### src/rtl/ptfr_pkg.sv
`timescale 1ns / 1ps

package ptfr_pkg;

  localparam int OFFSET_BITS = 11;
  localparam int VIRT_PAGES  = 32;
  localparam int PHYS_FRAMES = 8;

  localparam int VA_W    = 16;
  localparam int PA_W    = 14;
  localparam int EVP_W   = 5;
  localparam int CNT_W   = 16;
  localparam int PAGE_W  = $clog2(VIRT_PAGES);
  localparam int FRAME_W = $clog2(PHYS_FRAMES);

  typedef logic [PAGE_W-1:0]      page_t;
  typedef logic [FRAME_W-1:0]     frame_t;
  typedef logic [OFFSET_BITS-1:0] offset_t;

  typedef enum logic {
    ST_IDLE,
    ST_LOOK
  } state_t;

endpackage

### src/rtl/ptfr_ram.sv
`timescale 1ns / 1ps

module ptfr_ram #(
  parameter int WIDTH = 8,
  parameter int DEPTH = 16
) (
  input  logic                     clk,
  input  logic                     we,
  input  logic [$clog2(DEPTH)-1:0] waddr,
  input  logic [WIDTH-1:0]         wdata,
  input  logic                     re,
  input  logic [$clog2(DEPTH)-1:0] raddr,
  output logic [WIDTH-1:0]         rdata
);

  logic [WIDTH-1:0] mem [DEPTH];

  always_ff @(posedge clk) begin
    if (we) begin
      mem[waddr] <= wdata;
    end
    if (re) begin
      rdata <= mem[raddr];
    end
  end

endmodule

### src/rtl/page_translate_fifo_replace_unit.sv
`timescale 1ns / 1ps
// A word accepted in ST_IDLE reads the frame and owner RAMs into their registered outputs; in
// ST_LOOK, once the output is free, it is translated, written back and registered on the output.
// No new word is accepted while one is in ST_LOOK; a new word is accepted while a result waits, and a
// waiting result holds the translation until the output frees.
// Reset clears present and used bits, the replacement pointer and the fault count;
// RAM contents are not cleared and are read only after being written.

module page_translate_fifo_replace_unit (
  input  logic                                 clk,
  input  logic                                 rst,
  input  logic                                 in_valid,
  output logic                                 in_stall,
  input  logic [ptfr_pkg::VA_W-1:0]            virt_addr,
  output logic                                 out_valid,
  input  logic                                 out_stall,
  output logic [ptfr_pkg::PA_W-1:0]            phys_addr,
  output logic                                 page_fault,
  output logic                                 evicted_valid,
  output logic [ptfr_pkg::EVP_W-1:0]           evicted_page,
  output logic [ptfr_pkg::CNT_W-1:0]           fault_total
);

  ptfr_pkg::state_t  state, state_next;
  ptfr_pkg::page_t   page_q;
  ptfr_pkg::offset_t offset_q;
  ptfr_pkg::frame_t  next_frame, next_frame_next;
  logic [ptfr_pkg::VIRT_PAGES-1:0]  page_present, page_present_next;
  logic [ptfr_pkg::PHYS_FRAMES-1:0] frame_used, frame_used_next;
  logic [ptfr_pkg::CNT_W-1:0]       fault_count, fault_count_next;

  ptfr_pkg::frame_t  pf_rdata;
  ptfr_pkg::page_t   fo_rdata;

  logic              in_accept;
  logic              out_free;
  logic              commit;
  logic              hit;
  logic              evict;
  ptfr_pkg::frame_t  frame;
  ptfr_pkg::page_t   in_page;

  assign in_page   = ptfr_pkg::PAGE_W'((virt_addr >> ptfr_pkg::OFFSET_BITS)
                                       % ptfr_pkg::VIRT_PAGES);
  assign in_stall  = (state != ptfr_pkg::ST_IDLE);
  assign in_accept = in_valid && !in_stall;
  assign out_free  = !out_valid || !out_stall;
  assign commit    = (state == ptfr_pkg::ST_LOOK) && out_free;

  assign hit   = page_present[page_q];
  assign frame = hit ? pf_rdata : next_frame;
  assign evict = !hit && frame_used[next_frame];

  ptfr_ram #(
    .WIDTH(ptfr_pkg::FRAME_W),
    .DEPTH(ptfr_pkg::VIRT_PAGES)
  ) u_page_frame (
    .clk   (clk),
    .we    (commit && !hit),
    .waddr (page_q),
    .wdata (next_frame),
    .re    (in_accept),
    .raddr (in_page),
    .rdata (pf_rdata)
  );

  ptfr_ram #(
    .WIDTH(ptfr_pkg::PAGE_W),
    .DEPTH(ptfr_pkg::PHYS_FRAMES)
  ) u_frame_owner (
    .clk   (clk),
    .we    (commit && !hit),
    .waddr (next_frame),
    .wdata (page_q),
    .re    (in_accept),
    .raddr (next_frame),
    .rdata (fo_rdata)
  );

  always_comb begin
    state_next        = state;
    page_present_next = page_present;
    frame_used_next   = frame_used;
    next_frame_next   = next_frame;
    fault_count_next  = fault_count;
    case (state)
      ptfr_pkg::ST_IDLE: begin
        if (in_accept) begin
          state_next = ptfr_pkg::ST_LOOK;
        end
      end
      ptfr_pkg::ST_LOOK: begin
        if (commit) begin
          state_next = ptfr_pkg::ST_IDLE;
          if (!hit) begin
            if (evict) begin
              page_present_next[fo_rdata] = 1'b0;
            end
            page_present_next[page_q]  = 1'b1;
            frame_used_next[next_frame] = 1'b1;
            if (next_frame == ptfr_pkg::FRAME_W'(ptfr_pkg::PHYS_FRAMES - 1)) begin
              next_frame_next = '0;
            end else begin
              next_frame_next = next_frame + 1'b1;
            end
            if (fault_count != '1) begin
              fault_count_next = fault_count + 1'b1;
            end
          end
        end
      end
      default: begin
        state_next = ptfr_pkg::ST_IDLE;
      end
    endcase
  end

  always_ff @(posedge clk) begin
    if (rst) begin
      state        <= ptfr_pkg::ST_IDLE;
      page_present <= '0;
      frame_used   <= '0;
      next_frame   <= '0;
      fault_count  <= '0;
    end else begin
      state        <= state_next;
      page_present <= page_present_next;
      frame_used   <= frame_used_next;
      next_frame   <= next_frame_next;
      fault_count  <= fault_count_next;
    end
  end

  always_ff @(posedge clk) begin
    if (in_accept) begin
      page_q   <= in_page;
      offset_q <= ptfr_pkg::OFFSET_BITS'(virt_addr);
    end
  end

  always_ff @(posedge clk) begin
    if (rst) begin
      out_valid <= 1'b0;
    end else if (commit) begin
      out_valid <= 1'b1;
    end else if (!out_stall) begin
      out_valid <= 1'b0;
    end
  end

  always_ff @(posedge clk) begin
    if (commit) begin
      phys_addr     <= ptfr_pkg::PA_W'({frame, offset_q});
      page_fault    <= !hit;
      evicted_valid <= evict;
      evicted_page  <= evict ? ptfr_pkg::EVP_W'(fo_rdata) : '0;
      fault_total   <= fault_count_next;
    end
  end

  a_evict_needs_fault: assert property (@(posedge clk) disable iff (rst)
    out_valid && evicted_valid |-> page_fault)
    else $error("eviction reported without a fault");

  a_present_matches_used: assert property (@(posedge clk) disable iff (rst)
    $countones(page_present) == $countones(frame_used))
    else $error("resident page count differs from used frame count");

  a_count_monotonic: assert property (@(posedge clk) disable iff (rst)
    !$past(rst) |-> fault_count >= $past(fault_count))
    else $error("fault count decreased");

  a_hit_keeps_tables: assert property (@(posedge clk) disable iff (rst)
    commit && hit |=> $stable(page_present) && $stable(next_frame))
    else $error("tables changed on a hit");

endmodule
### config.mk
export PLATFORM = sky130hd
export DESIGN_NAME = page_translate_fifo_replace_unit
export DESIGN_NICKNAME = d
export VERILOG_FILES = /design/src/rtl/ptfr_pkg.sv /design/src/rtl/ptfr_ram.sv /design/src/rtl/page_translate_fifo_replace_unit.sv
export SDC_FILE = /design/constraint.sdc
export NUM_CORES = 1
export LEC_CHECK = 0
export BUFFER_PORTS_ARGS = -buffer_cell sky130_fd_sc_hd__buf_2
export CAP_MARGIN = 20
export CORE_MARGIN = 4
export CORE_UTILIZATION = 48
export CTS_CLUSTER_DIAMETER = 100
export DETAILED_ROUTE_END_ITERATION = 8
export PLACE_DENSITY = 0.61
export SLEW_MARGIN = 10
export SYNTH_ARGS = -nofsm -noshare
export SYNTH_HDL_FRONTEND = slang
export SYNTH_SLANG_ARGS = --single-unit
export TNS_END_PERCENT = 30
### constraint.sdc
create_clock -name clk -period 7.9 [get_ports clk]
set_input_delay 0 -clock clk [delete_from_list [all_inputs] [get_ports clk]]
set_output_delay 0 -clock clk [all_outputs]
set_load 0.01 [all_outputs]
# --- After elaboration in Yosys (flattened, before gate mapping) ---
# Memory sizes are Yosys's and may differ from the RTL's. A register that Yosys moved wholly into a read port is not among the register bits.
# Cells that the tools add are included.
classes:
  n_addsub: 2
  magnitude_cmp: 6
  eq_ne: 3
  muxes: 27
  bitwise_logic: 6
  reduce_logical: 13
ops:
  columns: ["op", "n"]
  rows:
  - ["$mux 32", 4]
  - ["$mux 16", 4]
  - ["$and 32x32->32", 1]
  - ["$not 32->32", 1]
  - ["$or 32x32->32", 1]
  - ["$add 16x1->16 const B", 1]
  - ["$ne 16x16->1 const B", 1]
  - ["$lt 5x6->1 const B", 2]
  - ["$mux 1", 11]
  - ["$demux 1 s5", 2]
  - ["$ge 5x1->1 const B", 2]
  - ["$or 8x8->8", 1]
  - ["$logic_and 1x1->1", 7]
  - ["$mux 3", 2]
  - ["$bmux 1 s5", 1]
  - ["$logic_not 1->1", 4]
  - ["$lt 3x4->1 const B", 1]
  - ["$add 3x1->3 const B", 1]
  - ["$bmux 1 s3", 1]
  - ["$demux 1 s3", 1]
  - ["$eq 3x3->1 const B", 1]
  - ["$ge 3x1->1 const B", 1]
  - ["$reduce_and 3->1", 1]
  - ["$ne 2x1->1 const B", 1]
  - ["3 further kinds", 4]
word_totals:
  regBits: 114
  ramBits: 136
  inputBits: 20
  output_inout_bits: 39
  wordCells: 72
  memories: 2
memory_table:
  columns: ["name", "depth", "word_bits", "read_ports", "rd_clocked_by_memory_dff", "write_ports", "line", "source"]
  rows:
  - ["u_page_frame.mem", 32, 3, 1, 1, 1, "ptfr_ram.sv:16", "logic [WIDTH-1:0] mem [DEPTH];"]
  - ["u_frame_owner.mem", 8, 5, 1, 1, 1, "ptfr_ram.sv:16", null]

# --- Longest topological paths before layout ---
# Gate-level depths: netlist (run 1).
depth:
  ltp_word: 11
  mapped_depth: 12
  ltp_nobuf: 8

# --- By module ---
# Synthesis (run 1) repeated with hierarchy kept, for this count alone.
unflattened:
  hier_cells: 742
  area_unflattened_um2: 10842.9
by_module_without_submodules:
  columns: ["module", "instances", "cells_per_inst", "area_per_inst_um2", "seq_area_each_um2"]
  rows:
  - ["page_translate_fifo_replace_unit", 1, 482, 5152.4, 2812.7]
  - ["ptfr_ram (u_page_frame)", 1, 185, 3946.3, 2972.9]
  - ["ptfr_ram (u_frame_owner)", 1, 75, 1744.2, 1351.3]

# --- Least setup slack after synthesis (run 1) ---
# OpenSTA, ideal clock, no wires.
synth_timing:
  path_type: "reg-to-reg"
  startpoint: "register state (netlist: in_stall)"
  endpoint: "memory u_frame_owner.mem[0][0] in the netlist's numbering, enable pin"
  setup_time_ns: 0.381
  t_arrival_ns: 3.061
  t_required_ns: 7.519
  path_slack_ns: 4.458
  path_stages_with_launch: 7
  n_path_buf: 2
  period_less_slack_ns: 3.442
  cell_sequence: "dfxtp_1 nand2_1 clkbuf_1 inv_2 clkbuf_1 nand2_2 nor4_1"
synth_between:
  elab_chain_len: 4
synth_lines:
  columns: ["item", "line", "source"]
  rows:
  - ["from (decl)", "page_translate_fifo_replace_unit.sv:24", "ptfr_pkg::state_t state, state_next;"]
  - ["from (signal assigned)", "page_translate_fifo_replace_unit.sv:120", "state <= ptfr_pkg::ST_IDLE;"]
  - ["from (signal assigned)", "page_translate_fifo_replace_unit.sv:126", "state <= state_next;"]
  - ["$logic_and 1x1->1", "page_translate_fifo_replace_unit.sv:48", "assign commit = (state == ptfr_pkg::ST_LOOK) && out_free;"]
  - ["named net commit", "page_translate_fifo_replace_unit.sv:37", "logic commit;"]
  - ["$logic_and 1x1->1", "page_translate_fifo_replace_unit.sv:72", ".we (commit && !hit),"]
  - ["$mux 1", "ptfr_ram.sv:19", "if (we) begin"]
  - ["$mux 1 (implied by the code)", "ptfr_ram.sv:20", "mem[waddr] <= wdata;"]
  - ["to (decl)", "ptfr_ram.sv:16", null]
# The timed path passes the listed nets, and every way through them passes these cells.

# --- Worst setup path after layout (run 1) ---
layout_timing:
  startpoint: "register page_q[0]"
  endpoint: "memory u_frame_owner.mem[0][1] in the netlist's numbering, enable pin"
layout_between:
  elab_chain_len: 6
layout_lines:
  columns: ["item", "line", "source"]
  rows:
  - ["from (decl)", "page_translate_fifo_replace_unit.sv:25", "ptfr_pkg::page_t page_q;"]
  - ["from (signal assigned)", "page_translate_fifo_replace_unit.sv:136", "page_q <= in_page;"]
  - ["$bmux 1 s5", "page_translate_fifo_replace_unit.sv:50", "assign hit = page_present[page_q];"]
  - ["$mux 1 (implied by the code)", "page_translate_fifo_replace_unit.sv:50", null]
  - ["$logic_not 1->1", "page_translate_fifo_replace_unit.sv:72", null]
  - ["$logic_and 1x1->1", "page_translate_fifo_replace_unit.sv:72", null]
  - ["$mux 1", "ptfr_ram.sv:19", null]
  - ["$mux 1 (implied by the code)", "ptfr_ram.sv:20", null]
# No other way between the ends. The select of a mux whose other input is x is not followed.

==> results of run 1 <==
-- power breakdown --
group          switching, uW  internal, uW
Combinational            114          59.4
Sequential              23.6          1500
Clock                    487           766
Total                    625          2320
-- sequential cells by signal, indices dropped and copies added, names as in the netlist, 3 cells and up --
name / cells
evicted_page: 5
fault_count: 16
fault_total: 16
frame_used: 8
next_frame: 3
offset_q: 11
page_present: 32
page_q: 5
phys_addr: 14
u_frame_owner.mem: 40
u_frame_owner.rdata: 5
u_page_frame.mem: 96
u_page_frame.rdata: 3
-- critical path: cells and delay by family, from the launching register on --
kind	cells	cell delay, ns
DFF	1	0.85
buffers and inverters	1	0.26
and+or+nand+nor	4	1.40
AOI/OAI and AO/OA	2	0.65
-- worst max path at each step --
stage | start | to | slack [ns] | cells past startpoint
finish | page_q[0] | u_frame_owner.mem[0][1] | 4.36 | 7
global route | page_q[0] | u_frame_owner.mem[4][1] | 4.14 | 7
CTS | page_q[0] | u_page_frame.mem[10][2] | 4.42 | 7
detailed placement | page_q[0] | u_page_frame.mem[10][0] | 4.41 | 7
global placement | page_q[1] | u_frame_owner.mem[0][2] | 4.56 | 8
floorplan | in_stall | u_frame_owner.mem[0][0] | 4.46 | 6
-- through the flow --
stage / util, % / instance area, sq um / total power (uW) / cells / hold slack [ns]
floorplan: - / 10820 / 1653 / 749 / 0.09887
global placement: 51.22 / 11280 / 1712 / 1040 / 0.1773
detailed placement: 51.22 / 11280 / 1716 / 1040 / 0.1781
CTS: 55.95 / 12320 / 2976 / 1104 / 0.02463
global route: 55.95 / 12320 / 3049 / 1104 / 0.05711
finish: 55.95 / 12320 / 2946 / 1104 / 0.04628
-- synthesized netlist by cell type, types with 7 or more instances --
master / instances
a21oi_1: 7
and3_1: 8
buf_1: 12
buf_2: 12
clkbuf_1: 25
dfxtp_1: 61
edfxtp_1: 197
inv_1: 9
mux2_2: 16
mux2i_1: 19
mux4_2: 38
nand2_1: 30
nand3_1: 51
nor2_1: 67
nor2b_1: 16
nor3_1: 19
o211ai_1: 32
o21ai_0: 7
o31ai_1: 28
o32ai_1: 7
xor2_1: 9
-- cells in the final DEF, fill, tap and decap left out, types with 3 or more instances in the layout --
master	instances
a21oi_1	7
a22o_1	3
a311oi_1	3
a31oi_1	6
and3_1	8
buf_2	58
buf_4	9
bufinv_16	4
clkbuf_1	7
clkbuf_16	27
clkinv_2	5
dfxtp_1	58
dfxtp_2	3
dlygate4sd3_1	16
edfxtp_1	197
ha_1	3
inv_1	9
mux2_2	16
mux2i_1	19
mux4_2	38
nand2_1	30
nand2b_1	6
nand3_1	51
nand3b_1	4
nand4_1	3
nor2_1	67
nor2b_1	15
nor3_1	19
nor4_1	4
o211ai_1	32
o21ai_0	7
o31ai_1	28
o31ai_2	4
o32ai_1	7
or3_1	4
xor2_1	9
-- logic make-up (layout without fill, tap and decap cells) --
family | after synthesis | count (layout) | share of synthesized area, %
xor gates and xnor gates | 10 | 10 | 0.8096
muxes | 75 | 75 | 11.54
adders and majority gates | 3 | 3 | 0.3470
buffers and inverters | 67 | 142 | 2.903
AOI/OAI and AO/OA | 111 | 111 | 7.957
and+or+nand+nor | 225 | 225 | 10.48
DFF | 258 | 258 | 65.97
-- cell type report --
type	count	share of cell area, %
inverters	11	0.3553
multi-input cells	424	27.49
flip-flops and latches	258	57.94
clock inverters	13	1.360
repair buffers	83	4.203
well taps	280	2.843
clock buffers	35	5.807
-- layer usage --
| metal | vias to the layer above | track usage (%) |
|---|---|---|
| met1 | 3293 | 26.88 |
| met5 | - | 0 |
| met3 | 39 | 2.843 |
| met4 | 0 | 4.833 |
| met2 | 246 | 32.88 |
| li1 | 3033 | - |
==> key figures, run 1 <==
Outcome
  • Outcome: finished, final reports clean

GRT
  • First-pass GRT wire length: 37970 um
  • GR Util All Layers: 19.49%
  • Vias in the first global route: 6649
  • Initial antenna violation count: 0
  • Total grt overflow: 0
  • Largest net degree at the start of global routing: 68

Clocking
  • Cts bufs inserted: 26
  • Setup repair bufs after CTS: 0
  • Hold buffers post-CTS: 16
  • Clock sink count: 258
  • TritonCTS clock tree: done
  • Post-CTS Resized: 0
  • Max clock buf depth: 3
  • Htree depth: 1
  • Clock transition at path regs: 0.06 ns
  • Clk_lat worst skew: 0.52 ns
  • Root Driver: clkbuf_16

Cells and area
  • Filler cell count: 1777
  • Area growth, synth to finish: 13.91%
  • Layout cells sized above 1: 21.97%
  • Diode count: 0
  • Layout Nets: 827
  • Area of the multi-input gates: 3388 sq um
  • FF/Latch Area: 7141 sq um

Synth
  • Cells after synthesis: 749
  • Post-synthesis instance area: 10820 sq um
  • Async set-or-reset flop fraction in the synthesized netlist: 0%
  • Leading area contributor after synthesis: edfxtp_1
  • EDFF count, synth: 197
  • Register area share after synthesis: 65.97%
  • Post-synthesis net count: 772
  • Yosys cell types: 62
  • Yosys warns: 0
  • Dominant cells by area after synthesis: edfxtp_1 (55%), dfxtp_1 (11%), mux4_2 (7.9%), nand3_1 (2.4%), nor2_1 (2.3%)
  • Post-synth top area share: 54.68%
  • Most used DFF post-synth: edfxtp_1
  • Syn_area_per_cell: 14.44 sq um
  • Yosys reg bits: 258

Timing
  • Final hold violation count: 0
  • Period utilization: 44.82%
  • Worst-Margin Slew: 1.038 ns
  • Fmax: 282.4 MHz
  • Max-slew violations: 0
  • RSZ-0062 raised after global routing: no
  • Fin worst setup slack: 4.359 ns
  • Setup tns final: 0 ns
  • Clk_skew: 0.01042 ns
  • Minimum clock period: 3.541 ns
  • Final setup fails: 0
  • Worst slew margin: 30.17%

Detailed routing
  • Met3 WL: 1435 um
  • Vias/cell: 5.988
  • Routed vias: 6611
  • Final wirelength: 24000 um
  • DRT iter0 DRCs: 615
  • Met2 WL post-DR: 11920 um
  • Drt drc: 0
  • DRT Pass-1 Iters: 5
  • WL met1: 10140 um
  • DRT antenna net count: 0
  • Highest metal used: met4
  • Drt wl/cell: 21.74 um

Power and ir drop
  • Leakage: 0.003992 uW
  • Peak supply drop: 0.1652 mV
  • P per Cell Area: 239.0 nW/um^2

Floorplanning
  • Core ar.: 22030 sq um
  • Chip Width: 158.1 um
  • Row count: 54
  • Initial Util: 49.12%
  • Die Area: 25010 sq um
  • Num ports: 59
  • Chip Height: 158.1 um

Setup path
  • Startpoint Class: flip-flop
  • CP arrival: 3.68 ns
  • Critical Path RT: 8.04 ns
  • CP endpoint kind: flip-flop
  • Reg2reg setup slack: 4.36 ns
  • Worst r2r src: page_q[0]
  • Worst R2R End: u_frame_owner.mem[0][1]
  • Worst-path cell chain: nand2b_1 > nor3_1 > o41ai_2 > o2111ai_4 > inv_4 > nand2_2 > nor4_1
  • Worst path slowest cell: edfxtp_1
  • Max stage delay on crit path: 0.85 ns
  • Crit path max fanout: 21
  • Worst Reg-to-Reg Cells: 7
  • Critical path class: flip-flop to flip-flop

Worst hold path
  • Worst Hold Class: primary input to flip-flop
  • Min-Delay Endpoint: page_q[1]
  • Hold_sp: virt_addr[12]
  • Hold Path Depth: 1

Run
  • Max cap viols: 0

Place
  • Final GP Congestion: 0.9451
  • Hpwl dp: 14880 um
  • Dpl ws: 4.415 ns
  • IO Port Bufs: 58
No activity file was read; power rests on OpenSTA's default activity.
==> inputs of run 2 (changes only) <==
--- a/config.mk
+++ b/config.mk
@@ -5,6 +5,7 @@
 export SDC_FILE = /design/constraint.sdc
 export NUM_CORES = 1
 export LEC_CHECK = 0
+export ABC_AREA = 1
 export BUFFER_PORTS_ARGS = -buffer_cell sky130_fd_sc_hd__buf_2
 export CAP_MARGIN = 20
 export CORE_MARGIN = 4
==> constraint.sdc (replaced) <==
create_clock -name clk -period 3.7 [get_ports clk]
set_input_delay 0 -clock clk [delete_from_list [all_inputs] [get_ports clk]]
set_output_delay 0 -clock clk [all_outputs]
set_load 0.01 [all_outputs]
==> run 2 against run 1 <==
Compared with the run above: die area grew 0.58%; sequential share of layout area shrank 1.4 points; worst setup slack lost 3.4 ns; worst hold slack gained 0.016 ns; sequential power grew 110%; maximum frequency grew 27%; power grew 130%; register-to-register slack lost 3.4 ns; non-clock buffer count grew 8; core utilization grew 1.2 points.
==> key figures, run 2 <==
Timing
  • Worst slew margin: 38.85% (was 30.17%)
  • Final hold violation count: 0 (unchanged)
  • Final setup fails: 0 (unchanged)
  • Minimum clock period: 2.781 ns (was 3.541 ns)
  • Worst-Margin Slew: 0.9172 ns (was 1.038 ns)
  • Setup tns final: 0 ns (unchanged)
  • Clk_skew: 0.009230 ns (was 0.01042 ns)
  • Period utilization: 75.17% (was 44.82%)
  • Fmax: 359.5 MHz (was 282.4 MHz)
  • RSZ-0062 raised after global routing: no (unchanged)
  • Max-slew violations: 0 (unchanged)

Setup path
  • CP endpoint kind: flip-flop (unchanged)
  • Max stage delay on crit path: 0.50 ns (was 0.85 ns)
  • Worst path slowest cell: nand2_1 (was edfxtp_1)
  • Startpoint Class: flip-flop (unchanged)
  • Crit path max fanout: 36 (was 21)
  • CP arrival: 3.19 ns (was 3.68 ns)
  • Worst-path cell chain: buf_4 > o21ai_0 > nand2_1 > nand2_1 > nand2_1 > nand2_1 > buf_4 > nand4_1 > nand2_1 > a21oi_1 (was nand2b_1 > nor3_1 > o41ai_2 > o2111ai_4 > inv_4 > nand2_2 > nor4_1)
  • CP Depth: 10 (was 7)
  • Crit-path leading delay family: simple AND/OR/NAND/NOR gates (unchanged)
  • Critical path class: flip-flop to flip-flop (unchanged)
  • Most common cell on crit path: nand2_1
  • Critical Path RT: 4.11 ns (was 8.04 ns)
  • Worst Reg-to-Reg Cells: 10 (was 7)
  • Buf/Inv on CP: 2 (was 1)

Place
  • Hpwl dp: 17370 um (was 14880 um)
  • Post-Place Cells: 1374 (was 1040)
  • IO Port Bufs: 58 (unchanged)
  • Final GP Congestion: 0.8827 (was 0.9451)

Floorplanning
  • Die Area: 25150 sq um (was 25010 sq um)
  • Initial Util: 49.27% (was 49.12%)
  • Num ports: 59 (unchanged)
  • Chip Width: 158.6 um (was 158.1 um)
  • Core ar.: 22090 sq um (was 22030 sq um)
  • Row count: 54 (unchanged)
  • Chip Height: 158.6 um (was 158.1 um)

Outcome
  • Outcome: finished, final reports clean (unchanged)

Cells and area
  • Layout cells sized above 1: 11.44% (was 21.97%)
  • Non-filler instance count after layout: 1443 (was 1104)
  • Biggest register: u_page_frame.mem (unchanged)
  • Area of the multi-input gates: 3110 sq um (was 3388 sq um)
  • Max FFs per register: 96 (unchanged)
  • Area growth, synth to finish: 15.95% (was 13.91%)
  • Filler cell count: 1912 (was 1777)
  • Diode count: 0 (unchanged)
  • Layout Nets: 1164 (was 827)
  • Most common cell after layout, fill and taps aside: nand2_1 (was edfxtp_1)
  • FF/Latch Area: 7137 sq um (was 7141 sq um)
  • Most frequent cells in the layout: nand2_1 (234), edfxtp_1 (197), nor2_1 (113), inv_1 (102), nand3_1 (68) (was edfxtp_1 (197), nor2_1 (67), dfxtp_1 (58), buf_2 (58), nand3_1 (51))
  • Top Registers: u_page_frame.mem (96), u_frame_owner.mem (40), page_present (32) (unchanged)

Detailed routing
  • DRT iter0 DRCs: 751 (was 615)
  • DRT Pass-1 Iters: 6 (was 5)
  • Highest metal used: met5 (was met4)
  • Routed vias: 8049 (was 6611)
  • Final wirelength: 27090 um (was 24000 um)
  • Drt drc: 0 (unchanged)
  • WL met1: 12850 um (was 10140 um)
  • Drt wl/cell: 18.77 um (was 21.74 um)
  • Met3 WL: 1791 um (was 1435 um)
  • Vias/cell: 5.578 (was 5.988)
  • DRT antenna net count: 0 (unchanged)
  • Met2 WL post-DR: 11800 um (was 11920 um)

Clocking
  • TritonCTS clock tree: done (unchanged)
  • Clk_lat worst skew: 0.53 ns (was 0.52 ns)
  • Clock transition at path regs: 0.06 ns (about the same)
  • Setup repair bufs after CTS: 0 (unchanged)
  • Htree depth: 1 (unchanged)
  • Hold buffers post-CTS: 17 (was 16)
  • Clock sink count: 258 (unchanged)
  • Max clock buf depth: 3 (unchanged)
  • Cts bufs inserted: 28 (was 26)
  • Root Driver: clkbuf_16 (unchanged)
  • Post-CTS Resized: 0 (unchanged)

GRT
  • Initial antenna violation count: 1 (was 0)
  • GR Util All Layers: 21.49% (was 19.49%)
  • Total grt overflow: 0 (unchanged)
  • Vias in the first global route: 7637 (was 6649)
  • Largest net degree at the start of global routing: 78 (was 68)
  • First-pass GRT wire length: 42520 um (was 37970 um)

Power and ir drop
  • Leakage: 0.004997 uW (was 0.003992 uW)
  • P per Cell Area: 543.9 nW/um^2 (was 239.0 nW/um^2)
  • Peak supply drop: 0.3267 mV (was 0.1652 mV)

Synth
  • Syn_area_per_cell: 10.21 sq um (was 14.44 sq um)
  • Post-synthesis instance area: 10890 sq um (was 10820 sq um)
  • Async set-or-reset flop fraction in the synthesized netlist: 0% (unchanged)
  • Register area share after synthesis: 65.56% (was 65.97%)
  • Post-synth top cells: nand2_1 (234), edfxtp_1 (197), nor2_1 (114), inv_1 (102), nand3_1 (68) (was edfxtp_1 (197), nor2_1 (67), dfxtp_1 (61), nand3_1 (51), mux4_2 (38))
  • Most used DFF post-synth: edfxtp_1 (unchanged)
  • Cell with the most instances after synthesis: nand2_1 (was edfxtp_1)
  • EDFF count, synth: 197 (unchanged)
  • Leading area contributor after synthesis: edfxtp_1 (unchanged)
  • Yosys cell types: 36 (was 62)
  • Cells after synthesis: 1066 (was 749)
  • Yosys reg bits: 258 (unchanged)
  • Dominant cells by area after synthesis: edfxtp_1 (54%), dfxtp_1 (11%), nand2_1 (8.1%), nor2_1 (3.9%), inv_1 (3.5%) (was edfxtp_1 (55%), dfxtp_1 (11%), mux4_2 (7.9%), nand3_1 (2.4%), nor2_1 (2.3%))
  • Post-synth top area share: 54.34% (was 54.68%)
  • Post-synthesis net count: 1089 (was 772)
  • Yosys warns: 0 (unchanged)

Worst hold path
  • Hold Path Depth: 2 (was 1)
  • Worst Hold Class: primary input to flip-flop (unchanged)

Run
  • Max cap viols: 0 (unchanged)
-- run 2: cell count changes in the layout (fill, tap and decap cells not counted), moves of 36 or more --
| cell | before | now |
|---|---|---|
| mux4_2 | 38 | 0 |
| o21ai_0 | 7 | 62 |
| a21oi_1 | 7 | 53 |
| nor2_1 | 67 | 113 |
| nand4_1 | 3 | 39 |
| nand2_1 | 30 | 234 |
| inv_1 | 9 | 102 |
-- run 2: final cells by class --
| type | count | area share (%) |
|---|---|---|
| flip-flops and latches | 258 | 56.54 |
| clock inverters | 16 | 2.250 |
| well taps | 280 | 2.776 |
| multi-input cells | 656 | 24.64 |
| inverters | 106 | 3.152 |
| clock buffers | 36 | 6.037 |
| repair buffers | 91 | 4.600 |
-- run 2: stage by stage --
stage               area, sq um  total power (uW)  setup slack [ns]  util [%]  hold WS (ns)
global placement          11410              3791            0.8813     51.63        0.1853
detailed placement        11410              3795            0.9561     51.63        0.1781
floorplan                 10890              3607             1.198         -       0.09887
CTS                       12620              6907            0.9396     57.13       0.04891
global route              12620              7104            0.6892     57.13       0.08040
finish                    12620              6865            0.9187     57.13       0.06201
-- run 2: final timing paths --
path | startpoint | end | slack [ns]
max | next_frame[0] | page_present[25] | 0.92
min | rst | fault_count[13] | 0.06
max reg2reg | next_frame[0] | page_present[25] | 0.92
min reg2reg | offset_q[2] | phys_addr[2] | 0.42
-- run 2: where the power goes --
group	switching (uW)	internal, uW	leakage [uW]
Sequential	41.4	3220	0.00231
Combinational	362	124	0.00218
Clock	1110	2010	0.000504
Total	1510	5350	0.00500
-- run 2: metal layers --
layer	up-vias	GRT usage, %
met4	2	5.037
met2	326	32.56
met5	-	0
met3	54	3.506
li1	3854	-
met1	3813	32.69
-- run 2: kinds of logic after synthesis --
logic type	after synthesis	share of synthesized area, %
DFF	258	65.56
AOI/OAI and AO/OA	167	8.977
buffers and inverters	152	5.885
adders and majority gates	3	0.3449
and+or+nand+nor	484	19.07
xor gates and xnor gates	2	0.1609
